<file path="config.mk">
export PLATFORM = sky130hd
export DESIGN_NAME = rfid_frame_confirm_dedup_core
export DESIGN_NICKNAME = d
export VERILOG_FILES = /design/src/rtl/rfcd_pkg.sv /design/src/rtl/rfcd_dp.sv /design/src/rtl/rfcd_ctrl.sv /design/src/rtl/rfid_frame_confirm_dedup_core.sv
export SDC_FILE = /design/constraint.sdc
export NUM_CORES = 1
export LEC_CHECK = 0
export BUFFER_PORTS_ARGS = -buffer_cell sky130_fd_sc_hd__buf_2
export CAP_MARGIN = 10
export CORE_MARGIN = 4
export CORE_UTILIZATION = 45
export DETAILED_ROUTE_END_ITERATION = 7
export PLACE_DENSITY = 0.68
export SETUP_SLACK_MARGIN = 0.5
export SKIP_LAST_GASP = 1
export SLEW_MARGIN = 20
export SYNTH_ARGS = -nofsm -noshare
export SYNTH_HDL_FRONTEND = slang
export SYNTH_SLANG_ARGS = --single-unit
</file>
<file path="constraint.sdc">
create_clock -name aclk -period 2.9 [get_ports aclk]
set_input_delay 0 -clock aclk [delete_from_list [all_inputs] [get_ports aclk]]
set_output_delay 0 -clock aclk [all_outputs]
set_load 0.02 [all_outputs]
</file>
<file path="src/rtl/rfcd_pkg.sv">
package rfcd_pkg;

    localparam int TAG_BYTES_DEF = 12;

    localparam logic [7:0] MARK_START = 8'd2;
    localparam logic [7:0] MARK_END   = 8'd3;

    typedef enum logic [1:0] {
        KIND_DATA,
        KIND_START,
        KIND_END,
        KIND_CLEAR
    } item_kind_t;

    // controller -> datapath
    typedef struct packed {
        logic push;        // store data byte at write position
        logic wp_clr;      // frame end: rewind write position
        logic at_clr;      // forget accepted tag
        logic flags_init;  // start a compare pass
        logic cnt_clr;
        logic cnt_inc;
        logic rd_en;       // read all three stores at the scan counter
        logic cmp_en;      // compare read data, copy frame into previous
        logic emit_ld;     // load a tag byte into the output register
        logic nodet_ld;    // load the not-detected result
    } dp_cmd_t;

    // datapath -> controller
    typedef struct packed {
        item_kind_t kind;
        logic       rd_last;
        logic       confirmed;
        logic       is_new;
        logic       out_free;
    } dp_stat_t;

endpackage

</file>
<file path="src/rtl/rfcd_dp.sv">
module rfcd_dp
    import rfcd_pkg::*;
#(
    parameter int TAG_BYTES = TAG_BYTES_DEF
) (
    input  logic        aclk,
    input  logic        aresetn,
    input  logic [7:0]  s_tdata,
    input  logic        s_tuser,
    input  logic        m_tready,
    output logic        m_tvalid,
    output logic [15:0] m_tdata,
    output logic        m_tuser,
    output logic        m_tlast,
    input  dp_cmd_t     cmd,
    output dp_stat_t    stat
);

    localparam int IDX_W = (TAG_BYTES > 1) ? $clog2(TAG_BYTES) : 1;
    localparam int CNT_W = $clog2(TAG_BYTES + 1);
    localparam logic [IDX_W-1:0] LAST_IDX = IDX_W'(TAG_BYTES - 1);
    localparam logic [CNT_W-1:0] FULL_POS = CNT_W'(TAG_BYTES);

    logic [7:0] fb_mem [TAG_BYTES];
    logic [7:0] pf_mem [TAG_BYTES];
    logic [7:0] at_mem [TAG_BYTES];
    logic [TAG_BYTES-1:0] fb_vld_reg, pf_vld_reg, at_vld_reg;

    logic [CNT_W-1:0] wp_reg;
    logic [IDX_W-1:0] cnt_reg;
    logic [IDX_W-1:0] addr_q_reg;
    logic [7:0]       fb_rd_reg, pf_rd_reg, at_rd_reg;
    logic             confirmed_reg, is_new_reg;

    logic             out_valid_reg;
    logic [7:0]       out_byte_reg;
    logic [3:0]       out_idx_reg;
    logic             out_det_reg, out_last_reg;

    logic             wp_open;
    logic             out_free;
    logic [7:0]       idx_wide;
    item_kind_t       kind;

    assign wp_open  = (wp_reg != FULL_POS);
    assign out_free = !out_valid_reg || m_tready;
    assign idx_wide = 8'(addr_q_reg);

    always_comb begin
        if (s_tuser) begin
            kind = KIND_CLEAR;
        end else begin
            unique case (s_tdata)
                MARK_START: kind = KIND_START;
                MARK_END:   kind = KIND_END;
                default:    kind = KIND_DATA;
            endcase
        end
    end

    // store arrays
    always_ff @(posedge aclk) begin
        if (cmd.push && wp_open) begin
            fb_mem[wp_reg[IDX_W-1:0]] <= s_tdata;
        end
        if (cmd.cmp_en) begin
            pf_mem[addr_q_reg] <= fb_rd_reg;
        end
        if (cmd.emit_ld) begin
            at_mem[addr_q_reg] <= fb_rd_reg;
        end
        // entries never written read as zero
        if (cmd.rd_en) begin
            fb_rd_reg  <= fb_vld_reg[cnt_reg] ? fb_mem[cnt_reg] : 8'd0;
            pf_rd_reg  <= pf_vld_reg[cnt_reg] ? pf_mem[cnt_reg] : 8'd0;
            at_rd_reg  <= at_vld_reg[cnt_reg] ? at_mem[cnt_reg] : 8'd0;
            addr_q_reg <= cnt_reg;
        end
    end

    always_ff @(posedge aclk) begin
        if (!aresetn) begin
            fb_vld_reg    <= '0;
            pf_vld_reg    <= '0;
            at_vld_reg    <= '0;
            wp_reg        <= '0;
            cnt_reg       <= '0;
            confirmed_reg <= 1'b0;
            is_new_reg    <= 1'b0;
            out_valid_reg <= 1'b0;
        end else begin
            if (cmd.push && wp_open) begin
                fb_vld_reg[wp_reg[IDX_W-1:0]] <= 1'b1;
                wp_reg <= wp_reg + CNT_W'(1);
            end
            if (cmd.wp_clr) begin
                wp_reg <= '0;
            end
            if (cmd.cmp_en) begin
                pf_vld_reg[addr_q_reg] <= 1'b1;
            end
            if (cmd.at_clr) begin
                at_vld_reg <= '0;
            end else if (cmd.emit_ld) begin
                at_vld_reg[addr_q_reg] <= 1'b1;
            end
            if (cmd.cnt_clr) begin
                cnt_reg <= '0;
            end else if (cmd.cnt_inc && cnt_reg != LAST_IDX) begin
                cnt_reg <= cnt_reg + IDX_W'(1);
            end
            if (cmd.flags_init) begin
                confirmed_reg <= 1'b1;
                is_new_reg    <= 1'b0;
            end else if (cmd.cmp_en) begin
                confirmed_reg <= confirmed_reg && (fb_rd_reg == pf_rd_reg);
                is_new_reg    <= is_new_reg || (fb_rd_reg != at_rd_reg);
            end
            if (cmd.emit_ld || cmd.nodet_ld) begin
                out_valid_reg <= 1'b1;
            end else if (m_tready) begin
                out_valid_reg <= 1'b0;
            end
        end
    end

    always_ff @(posedge aclk) begin
        if (cmd.emit_ld) begin
            out_det_reg  <= 1'b1;
            out_byte_reg <= fb_rd_reg;
            out_idx_reg  <= idx_wide[3:0];
            out_last_reg <= (addr_q_reg == LAST_IDX);
        end else if (cmd.nodet_ld) begin
            out_det_reg  <= 1'b0;
            out_byte_reg <= 8'd0;
            out_idx_reg  <= 4'd0;
            out_last_reg <= 1'b1;
        end
    end

    assign m_tvalid = out_valid_reg;
    assign m_tdata  = {4'b0000, out_idx_reg, out_byte_reg};
    assign m_tuser  = out_det_reg;
    assign m_tlast  = out_last_reg;

    assign stat.kind      = kind;
    assign stat.rd_last   = (addr_q_reg == LAST_IDX);
    assign stat.confirmed = confirmed_reg;
    assign stat.is_new    = is_new_reg;
    assign stat.out_free  = out_free;

    a_wp_range: assert property (@(posedge aclk) disable iff (!aresetn)
        wp_reg <= FULL_POS)
        else $error("write position past buffer size");

    a_no_overwrite: assert property (@(posedge aclk) disable iff (!aresetn)
        (cmd.emit_ld || cmd.nodet_ld) |-> (!out_valid_reg || m_tready))
        else $error("output register overwritten while held");

    a_nodet_form: assert property (@(posedge aclk) disable iff (!aresetn)
        cmd.nodet_ld |=> (m_tvalid && m_tlast && !m_tuser && m_tdata == 16'd0))
        else $error("not-detected result malformed");

endmodule

</file>
<file path="src/rtl/rfcd_ctrl.sv">
module rfcd_ctrl
    import rfcd_pkg::*;
(
    input  logic     aclk,
    input  logic     aresetn,
    input  logic     s_tvalid,
    output logic     s_tready,
    input  dp_stat_t stat,
    output dp_cmd_t  cmd
);

    typedef enum logic [2:0] {
        ST_IDLE,
        ST_PRIME,
        ST_CMP,
        ST_DECIDE,
        ST_NODET,
        ST_EMIT_RD,
        ST_EMIT_LD
    } state_t;

    state_t state_reg, state_next;
    logic   ready_reg;
    logic   accept;

    assign s_tready = ready_reg;
    assign accept   = s_tvalid && ready_reg;

    always_comb begin
        cmd        = '0;
        state_next = state_reg;
        unique case (state_reg)
            ST_IDLE: begin
                if (accept) begin
                    case (stat.kind)
                        KIND_DATA:  cmd.push   = 1'b1;
                        KIND_CLEAR: cmd.at_clr = 1'b1;
                        KIND_END: begin
                            cmd.wp_clr     = 1'b1;
                            cmd.cnt_clr    = 1'b1;
                            cmd.flags_init = 1'b1;
                            state_next     = ST_PRIME;
                        end
                        default: ;
                    endcase
                end
            end
            ST_PRIME: begin
                cmd.rd_en   = 1'b1;
                cmd.cnt_inc = 1'b1;
                state_next  = ST_CMP;
            end
            ST_CMP: begin
                cmd.rd_en   = 1'b1;
                cmd.cnt_inc = 1'b1;
                cmd.cmp_en  = 1'b1;
                if (stat.rd_last) begin
                    state_next = ST_DECIDE;
                end
            end
            ST_DECIDE: begin
                if (stat.confirmed && stat.is_new) begin
                    cmd.cnt_clr = 1'b1;
                    state_next  = ST_EMIT_RD;
                end else begin
                    state_next = ST_NODET;
                end
            end
            ST_NODET: begin
                if (stat.out_free) begin
                    cmd.nodet_ld = 1'b1;
                    state_next   = ST_IDLE;
                end
            end
            ST_EMIT_RD: begin
                cmd.rd_en  = 1'b1;
                state_next = ST_EMIT_LD;
            end
            ST_EMIT_LD: begin
                if (stat.out_free) begin
                    cmd.emit_ld = 1'b1;
                    if (stat.rd_last) begin
                        state_next = ST_IDLE;
                    end else begin
                        cmd.cnt_inc = 1'b1;
                        state_next  = ST_EMIT_RD;
                    end
                end
            end
            default: state_next = ST_IDLE;
        endcase
    end

    always_ff @(posedge aclk) begin
        if (!aresetn) begin
            state_reg <= ST_IDLE;
            ready_reg <= 1'b0;
        end else begin
            state_reg <= state_next;
            ready_reg <= (state_next == ST_IDLE);
        end
    end

endmodule

</file>
<file path="src/rtl/rfid_frame_confirm_dedup_core.sv">
// Serial RFID frame confirmer with duplicate suppression. Reader bytes enter one
// item per cycle on the s_ side while the core is idle (s_tuser high = forget the
// accepted tag). Data bytes and start markers leave s_tready high. An end marker
// starts a scan over the TAG_BYTES-entry frame store, which compares it against the
// previous frame and the accepted tag and then gives either one not-detected result
// or TAG_BYTES tag bytes, each read from the stores and then loaded into the output
// register. The next item is accepted once the last result has been loaded into
// the output register. The output register lets the last result wait while new
// items enter.
// All stores read as zero after reset; no clearing pass is needed.
module rfid_frame_confirm_dedup_core
    import rfcd_pkg::*;
#(
    parameter int TAG_BYTES = TAG_BYTES_DEF
) (
    input  logic        aclk,
    input  logic        aresetn,
    input  logic        s_tvalid,
    output logic        s_tready,
    input  logic [7:0]  s_tdata,   // [7:0] data_byte
    input  logic        s_tuser,   // [0] op
    output logic        m_tvalid,
    input  logic        m_tready,
    output logic [15:0] m_tdata,   // [7:0] tag_byte, [11:8] byte_index, [15:12] zero
    output logic        m_tuser,   // [0] detected
    output logic        m_tlast
);

    dp_cmd_t  cmd;
    dp_stat_t stat;

    rfcd_ctrl u_ctrl (
        .aclk     (aclk),
        .aresetn  (aresetn),
        .s_tvalid (s_tvalid),
        .s_tready (s_tready),
        .stat     (stat),
        .cmd      (cmd)
    );

    rfcd_dp #(
        .TAG_BYTES (TAG_BYTES)
    ) u_dp (
        .aclk     (aclk),
        .aresetn  (aresetn),
        .s_tdata  (s_tdata),
        .s_tuser  (s_tuser),
        .m_tready (m_tready),
        .m_tvalid (m_tvalid),
        .m_tdata  (m_tdata),
        .m_tuser  (m_tuser),
        .m_tlast  (m_tlast),
        .cmd      (cmd),
        .stat     (stat)
    );

endmodule
</file>
Yosys cells after proc, flatten, opt, wreduce, memory -nomap -nowiden
Memories as Yosys holds them, arrays and structs flattened. A register that Yosys moved wholly into a read port is not among the register bits. Cells that the tools add are included.

Register bits: 69. Output and inout bits: 20. Bits in writable memories: 288. Memories kept: 3.

Memory list: u_dp.at_mem (depth 12, width 8, read ports 1, clocked after Yosys merged registers in 1, write ports 1, line rfcd_dp.sv:26) `logic [7:0] at_mem [TAG_BYTES];`; u_dp.fb_mem (depth 12, width 8, read ports 1, clocked after Yosys merged registers in 1, write ports 1, line rfcd_dp.sv:24) `logic [7:0] fb_mem [TAG_BYTES];`; u_dp.pf_mem (depth 12, width 8, read ports 1, clocked after Yosys merged registers in 1, write ports 1, line rfcd_dp.sv:25) `logic [7:0] pf_mem [TAG_BYTES];`.

Reduce and logical (&&, ||, !) cells: 26. Order comparisons: 5. Add/subtract/negate cells: 2. Bitwise gates (word level): 4. Mux-type cells: 52. Equal/unequal tests: 15.

Operator list (number): bitwise OR 12 bit (3); 2-to-1 mux 1 bit (29); one-hot mux 3 bit (7 select lines) (1); 2-to-1 mux 3 bit (6); == test 8 x 2 -> 1 bit (second input constant) (2); 2-to-1 mux 8 bit (2); < comparator 4 x 5 -> 1 bit (second input constant) (3); binary-select mux 1 bit (select 4 bit) (3); 2-to-1 mux 4 bit (3); OR reduction 2 bit (5); == test 3 bit (second input constant) (3); adder 4 x 1 -> 4 bit (second input constant) (2); demux 1 bit (select 4 bit) (2); == test 8 bit (1); greater-or-equal comparator 4 x 1 -> 1 bit (second input constant) (2); inequality test 4 bit (second input constant) (2); inequality test 8 bit (1); logical AND 1 bit (7); == test 3 x 2 -> 1 bit (second input constant) (2); zero test 3 bit (2); nonzero test 2 bit (3); 2-to-1 mux 5 bit (1); == test 2 bit (second input constant) (2); == test 4 bit (second input constant) (1); 9 further kinds (16).

Longest topological paths before layout
Gate-level depths: netlist of the first run.

Word-level depth: 10. Mapped depth: 7. Gate-level depth less buffers: 6.

Hierarchy
Synthesis of the first run repeated with hierarchy kept, for this count alone.

Cell total of the unflattened synthesis: 819. Area total of the unflattened synthesis: 14915.6 µm².

By module, submodules not included: rfcd_dp (cells an instance 774, area an instance 14572.7 µm², instances 1); rfcd_ctrl (cells an instance 45, area an instance 342.8 µm², instances 1).

Worst setup path before layout of the first run
OpenSTA, ideal clock, no wires.

Path kind: reg-to-reg. From: register u_ctrl.ready_reg (netlist: u_ctrl.s_tready). To: memory u_dp.fb_mem[0][0] (enable). Arrival: 2.009 ns. Required time: 2.530 ns. Stages on the path, launching flop included: 7. Slack: 0.521 ns. Library setup time: 0.370 ns. Buffers on the path: 2. Clock period less this slack: 2.379 ns. Path through: dfxtp_1 > nand3b_4 > or4_1 > clkbuf_2 > or3_1 > buf_6 > nor3b_2.

Longest elaborated chain between the ends: 6.

RTL lines: start, declared (line rfcd_ctrl.sv:23) `logic ready_reg;`; start signal, assigned (line rfcd_ctrl.sv:100) `ready_reg <= (state_next == ST_IDLE);`; logical AND 1 bit (line rfcd_ctrl.sv:27) `assign accept = s_tvalid && ready_reg;`; 2-to-1 mux 5 bit (line rfcd_ctrl.sv:34) `if (accept) begin`; 2-to-1 mux 4 bit (line rfcd_ctrl.sv:32) `unique case (state_reg)`; logical AND 1 bit (line rfcd_dp.sv:63) `if (cmd.push && wp_open) begin`; 2-to-1 mux 1 bit (line rfcd_dp.sv:63); 2-to-1 mux 1 bit (implied by the code) (line rfcd_dp.sv:64) `fb_mem[wp_reg[IDX_W-1:0]] <= s_tdata;`; end, declared (line rfcd_dp.sv:24).

Every way passes these cells.

Final worst setup path of the first run
From: register u_ctrl.state_reg[0]. To: memory u_dp.fb_mem[1][0] (enable).

Longest elaborated chain between the ends: 5.

RTL lines: start, declared (line rfcd_ctrl.sv:22) `state_t state_reg, state_next;`; start signal, assigned (line rfcd_ctrl.sv:99) `state_reg <= state_next;`; zero test 3 bit (line rfcd_ctrl.sv:32); 2-to-1 mux 4 bit (line rfcd_ctrl.sv:32); logical AND 1 bit (line rfcd_dp.sv:63); 2-to-1 mux 1 bit (line rfcd_dp.sv:63); 2-to-1 mux 1 bit (implied by the code) (line rfcd_dp.sv:64).

Every way passes these cells.

==> results of run 1 <==
-- worst max-delay path, delay by kind of cell (launching register included) --
kind | cells | cell delay, ns
buffers and inverters | 1 | 0.20
DFF | 1 | 0.44
and+or+nand+nor | 4 | 1.36
-- cells in the mapped netlist (all sizes together) (5+ instances only) --
cell type / count / area share [%]
a21oi: 34 / 1.1
a22oi: 27 / 1.4
a41oi: 5 / 0.29
and2: 18 / 0.75
and3: 7 / 0.29
buf: 19 / 0.76
clkbuf: 29 / 0.74
dfxtp: 52 / 7.0
edfxtp: 329 / 66
ha: 5 / 0.42
inv: 7 / 0.18
mux2i: 8 / 0.54
mux4: 78 / 12
nand2: 50 / 1.3
nand2b: 11 / 0.46
nand3: 10 / 0.33
nand3b: 5 / 0.33
nand4: 10 / 0.42
nor2: 30 / 0.75
nor2b: 6 / 0.25
nor3: 7 / 0.23
nor3b: 7 / 0.48
o21a: 24 / 1.2
o21ai: 12 / 0.40
xnor2: 8 / 0.47
xor2: 9 / 0.53
-- timing repair --
item,in CTS,in global routing
hold endpoints to repair,110,0
cloned,0,0
setup endpoints to repair,96,96
hold buffers,10,0
resized for setup,4,4
-- cell type report --
type | count | area share [%]
clock buffer | 53 | 6.13
clock inverter | 14 | 0.681
inverter | 8 | 0.174
multi-input combinational | 406 | 22.2
sequential | 381 | 63.2
tap | 442 | 3.20
timing repair buffer | 101 | 4.42
-- kinds of logic after synthesis --
group | share of synthesized area [%]
DFF | 73.0
and+or+nand+nor | 6.28
AOI/OAI and AO/OA | 5.33
muxes | 12.3
buffers and inverters | 1.70
xor gates and xnor gates | 0.995
adders and majority gates | 0.418
other | 0.0251
-- path summary, 6_finish.rpt --
path | cells after the start | end | startpoint | slack [ns]
hold / removal | 5 | u_dp.wp_reg[1]$_SDFFE_PP0P_ | s_tuser | 0.04
setup reg to reg | 5 | u_dp.fb_mem[1][0]$_DFFE_PP_ | u_ctrl.state_reg[0]$_SDFF_PN0_ | 0.60
setup / recovery | 5 | u_dp.fb_mem[1][0]$_DFFE_PP_ | u_ctrl.state_reg[0]$_SDFF_PN0_ | 0.60
hold reg to reg | 2 | u_dp.m_tuser$_SDFFE_PP1P_ | u_dp.m_tuser$_SDFFE_PP1P_ | 0.45
-- stage by stage --
step | hold slack [ns] | setup slack, ns | instances | cell area, sq um
global placement | 0.409 | 0.464 | 1328 | 16000
detailed placement | 0.412 | 0.372 | 1328 | 16000
global route | 0.0444 | 0.517 | 1405 | 17300
CTS | 0.0168 | 0.395 | 1405 | 17300
floorplan | 0.0989 | 0.521 | 843 | 15000
finish | 0.0436 | 0.603 | 1405 | 17300
-- routing by layer --
layer | part of all wire (%) | GRT usage (%) | vias to the layer above | routed length [um]
met3 | 5.6 | 3.31 | 61 | 1830
met2 | 50 | 29.9 | 235 | 16200
met4 | 2.3 | 4.78 | 0 | 739
li1 | - | - | 3550 | -
met1 | 42 | 25.5 | 4142 | 13800
met5 | 0 | 0 | - | 0
-- power groups by stage --
stage	Combinational, mW	Clock (mW)	Sequential, mW
after floorplan	0.0552	0	6.02
after global placement	0.110	0	6.02
after detailed placement	0.112	0	6.02
after CTS	0.122	4.75	5.90
after global routing	0.134	4.98	5.89
final	0.123	4.65	5.90
==> impl_metrics.env, run 1 <==
export IMPL_fin_util_pct=52.8
export IMPL_syn_avg_cell_area_sq_um=17.8
export IMPL_core_area_sq_mm=0.0327
export IMPL_port_buffers=28
export IMPL_drt_total_wl_um=32500
export IMPL_rsz0062_at_grt="no"
export IMPL_seq_area_sq_mm=0.0109
export IMPL_p_total_mw=10.7
export IMPL_pwr_share_seq_pct=55.3
export IMPL_cp_start_kind="flip-flop"
export IMPL_avgRoutedWirePerCell_um=23.2
export IMPL_status="finished clean"
export IMPL_numCtsBuffers=37
export IMPL_place_congestion=0.824
export IMPL_ys_seq_area_share_pct=73.0
export IMPL_syn_area_sq_mm=0.0150
export IMPL_antenna_left=0
export IMPL_die_w_um=190
export IMPL_power_leakage_nw=5.53
export IMPL_relSlewSlack_pct=48.1
export IMPL_cp_max_fo=14
export IMPL_grt_pass1_wl_um=50100
export IMPL_fin_crit_sh_pct=79.2
export IMPL_rows=66
export IMPL_antenna_found_initial=0
export IMPL_tightest_slew_ns=0.778
export IMPL_clk_latency_ns=0.53
export IMPL_final_cell_mix="edfxtp_1 (329), mux4_2 (78), buf_4 (59)"
export IMPL_finalClockSkew_ns=0.0164
export IMPL_arrival_ns=2.53
export IMPL_hold_class="primary input to flip-flop"
export IMPL_hold_viol_final=0
export IMPL_cp_cell_sequence="nand3b_4, or4_4, or3_4, nor3b_2, buf_4"
export IMPL_p_int_mw=8.59
export IMPL_synth_edf_count=329
export IMPL_swShare_pct=19.5
export IMPL_crit_type="flip-flop to flip-flop"
export IMPL_power_switching_mw=2.09
export IMPL_cts_path_max_buffers=3
export IMPL_diodes=0
export IMPL_dieHeight_um=190
export IMPL_synth_cell_types=52
export IMPL_multi_input_area_sq_mm=0.00383
export IMPL_io_pin_count=33
export IMPL_cp_data_required_time_ns=3.14
export IMPL_grt_pass1_vias=8088
export IMPL_route_detailed_drc=0
export IMPL_setup_viol=0
export IMPL_post_cts_setup_buffers=0
export IMPL_synth_flop_cell="edfxtp_1"
export IMPL_grt_max_degree=35
export IMPL_final_max_slew_viol_count=0
export IMPL_layout_commonest_cell="edfxtp_1"
export IMPL_gr_total_overflow=0
export IMPL_dieArea_sq_mm=0.0362
export IMPL_via_per_inst=5.69
export IMPL_p_per_area_mw_per_mm2=618
export IMPL_grt_use_total_pct=18.2
export IMPL_dr_pass1_iters=7
export IMPL_yosysWarnings=0
export IMPL_start_util_pct=45.8
export IMPL_drtIter0Drc=653
export IMPL_via_count=7988
export IMPL_synth_cells=840
export IMPL_period_needed_ns=2.30
export IMPL_final_layout_size_suffix_gt1_share_pct=24.8
export IMPL_final_setup_tns_ns=0
export IMPL_cts_sinks=381
export IMPL_cap_violations=0
export IMPL_pwr_share_comb_pct=1.2
export IMPL_dp_hpwl_um=21000
export IMPL_endpoint_kind="flip-flop"
export IMPL_clkPwrFrac_pct=43.6
export IMPL_root_buffer="clkbuf_16"
export IMPL_cts_clk_slew_worst_paths_ns=0.06
export IMPL_crit_path_top_delay_cell="or4_4"
export IMPL_ys_async_sr_fraction_pct=0
export IMPL_ir_drop_mv=0.606
export IMPL_max_stage_delay_ns=0.50
export IMPL_fmax_mhz=435
export IMPL_area_growth_pct=15.5
export IMPL_htree_levels=2
export IMPL_fillers=2617
export IMPL_nNetsFinal=953
export IMPL_cts_tree="yes"
export IMPL_ys_ff_latch=381
Note: power is estimated with default switching activity, not from simulation.
==> run 2: changes to the inputs <==
==> constraint.sdc (replaced) <==
create_clock -name aclk -period 2.15 [get_ports aclk]
set_input_delay 0 -clock aclk [delete_from_list [all_inputs] [get_ports aclk]]
set_output_delay 0 -clock aclk [all_outputs]
set_load 0.02 [all_outputs]
==> run 2 against run 1 <==
  * First-iteration DRC count grew 9.3%
  * Design area up 9.4%
  * Largest power group unchanged
  * Setup slack got worse by 0.53 ns
  * Power increased by 37%
  * Critical path depth increased by 1
  * Clock skew increased by 0.0046 ns
  * Clock power up 39%
==> impl_metrics.env, run 2 (synthesized netlist as in run 1, its figures left out) <==
export IMPL_status="finished clean"
export IMPL_die_w_um=190
export IMPL_final_max_slew_viol_count=0
export IMPL_via_per_inst=5.65
export IMPL_layout_commonest_cell="edfxtp_1"
export IMPL_finalClockSkew_ns=0.0210
export IMPL_tightest_slew_ns=0.744
export IMPL_design_area_sq_mm=0.0189
export IMPL_area_growth_pct=26.4
export IMPL_hold_depth=5
export IMPL_cts_path_max_buffers=3
export IMPL_grt_max_degree=34
export IMPL_hold_viol_final=0
export IMPL_numCtsBuffers=39
export IMPL_p_per_area_mw_per_mm2=773
export IMPL_diodes=0
export IMPL_drtIter0Drc=714
export IMPL_htree_levels=2
export IMPL_final_cell_mix="edfxtp_1 (329), buf_4 (88), mux4_2 (78)"
export IMPL_reg2reg_depth=6
export IMPL_drt_total_wl_um=34900
export IMPL_dp_hpwl_um=21800
export IMPL_grt_use_total_pct=18.7
export IMPL_clk_latency_ns=0.52
export IMPL_dr_pass1_iters=5
export IMPL_io_pin_count=33
export IMPL_nNetsFinal=1043
export IMPL_grt_pass1_vias=8371
export IMPL_cp_data_required_time_ns=2.38
export IMPL_hold_class="primary input to flip-flop"
export IMPL_grt_pass1_wl_um=51300
export IMPL_max_stage_delay_ns=0.43
export IMPL_arrival_ns=2.31
export IMPL_ir_drop_mv=0.708
export IMPL_setup_viol=0
export IMPL_place_congestion=0.810
export IMPL_root_buffer="clkbuf_16"
export IMPL_via_count=8459
export IMPL_dieArea_sq_mm=0.0362
export IMPL_core_area_sq_mm=0.0327
export IMPL_dieHeight_um=190
export IMPL_cts_tree="yes"
export IMPL_final_layout_size_suffix_gt1_share_pct=41.2
export IMPL_cts_clk_slew_worst_paths_ns=0.06
export IMPL_fin_crit_sh_pct=96.7
export IMPL_start_util_pct=45.8
export IMPL_relSlewSlack_pct=50.0
export IMPL_antenna_left=0
export IMPL_gr_total_overflow=0
export IMPL_avgRoutedWirePerCell_um=23.3
export IMPL_crit_cells=6
export IMPL_rows=66
export IMPL_crit_path_top_delay_cell="or4_4"
export IMPL_period_needed_ns=2.08
export IMPL_fmax_mhz=481
export IMPL_cp_start_kind="flip-flop"
export IMPL_crit_type="flip-flop to flip-flop"
export IMPL_antenna_found_initial=0
export IMPL_placed_area_sq_mm=0.0164
export IMPL_route_detailed_drc=0
export IMPL_cp_cell_sequence="nand3b_4, or4_4, or3_4, buf_8, nor3b_4, buf_6"
export IMPL_cap_violations=0
export IMPL_rsz0062_at_grt="yes"
export IMPL_cpLargestDelayFamily="simple AND/OR/NAND/NOR gates"
export IMPL_fin_util_pct=57.8
export IMPL_cp_max_fo=7
export IMPL_cts_sinks=381
export IMPL_crit_buf_inv=2
export IMPL_fillers=2418
export IMPL_endpoint_kind="flip-flop"
export IMPL_power_leakage_nw=6.12
export IMPL_port_buffers=28
[run 2: changes by cell type in the layout (fill, tap and decap cells not counted), moves of 6 or more]
cell	delta
buf_12	+12
a22oi_2	+21
buf_4	+29
nand2b_1	-6
a21oi_2	+26
nor2_4	+9
buf_6	+40
a21oi_1	-26
nor2_1	-21
nor2_2	+12
a22oi_1	-21
[run 2: path summary, 6_finish.rpt]
| kind | start | endpoint | slack, ns |
|---|---|---|---|
| max reg2reg | u_ctrl.state_reg[0]$_SDFF_PN0_ | u_dp.fb_mem[1][3]$_DFFE_PP_ | 0.07 |
| min | s_tdata[2] | u_dp.confirmed_reg$_SDFFE_PN0P_ | 0.06 |
| min reg2reg | u_dp.m_tuser$_SDFFE_PP1P_ | u_dp.m_tuser$_SDFFE_PP1P_ | 0.44 |
| max | u_ctrl.state_reg[0]$_SDFF_PN0_ | u_dp.fb_mem[1][3]$_DFFE_PP_ | 0.07 |
[run 2: metal layers]
layer / vias up / global-route usage (%) / routed length, um
met4: 0 / 4.61 / 751
met2: 294 / 31.2 / 17500
li1: 3731 / - / -
met1: 4378 / 25.9 / 14300
met3: 56 / 3.46 / 2290
met5: - / 0 / 0
[run 2: metrics by stage]
step	setup TNS [ns]	setup slack, ns	total power, mW	instances	hold WS [ns]
2_1_floorplan	-0.339	-0.0106	8.20	843	0.0989
3_3_place_gp	0	0.0247	8.28	1356	0.402
3_5_place_dp	-0.0461	-0.00534	8.28	1356	0.415
4_1_cts	0	0.109	14.7	1470	0.0119
5_1_grt	0	0.00560	15.1	1496	0.0823
6_report	0	0.0709	14.6	1496	0.0602
[run 2: repair_timing]
action / in CTS / in global routing
pin swaps: 21 / 23
endpoints found under the setup margin: 351 / 382
hold buffers: 10 / 1
endpoints found under the hold margin: 116 / 1
setup buffers: 32 / 17
gates cloned: 2 / 8
resized for setup: 84 / 78
[run 2: report_power, final]
part	leakage, nW	switching, mW	internal [mW]
combinational	2.16	0.126	0.0862
sequential	3.38	0.00638	7.95
clock	0.581	2.63	3.82
[run 2: tightest hold or removal path, delay by kind of cell]
family	cells	cell delay (ns)
AO/OA/AOI/OAI	1	0.08
AND/OR/NAND/NOR	2	0.20
buffers and inverters	2	0.25
[run 2: area by class of cell]
class / instances / area [sq um] / area share, %
multi-input combinational: 406 / 4390 / 23.2
inverter: 8 / 33.8 / 0.179
clock buffer: 56 / 1070 / 5.66
tap: 442 / 553 / 2.92
sequential: 381 / 10900 / 57.8
clock inverter: 14 / 145 / 0.768
timing repair buffer: 189 / 1780 / 9.41
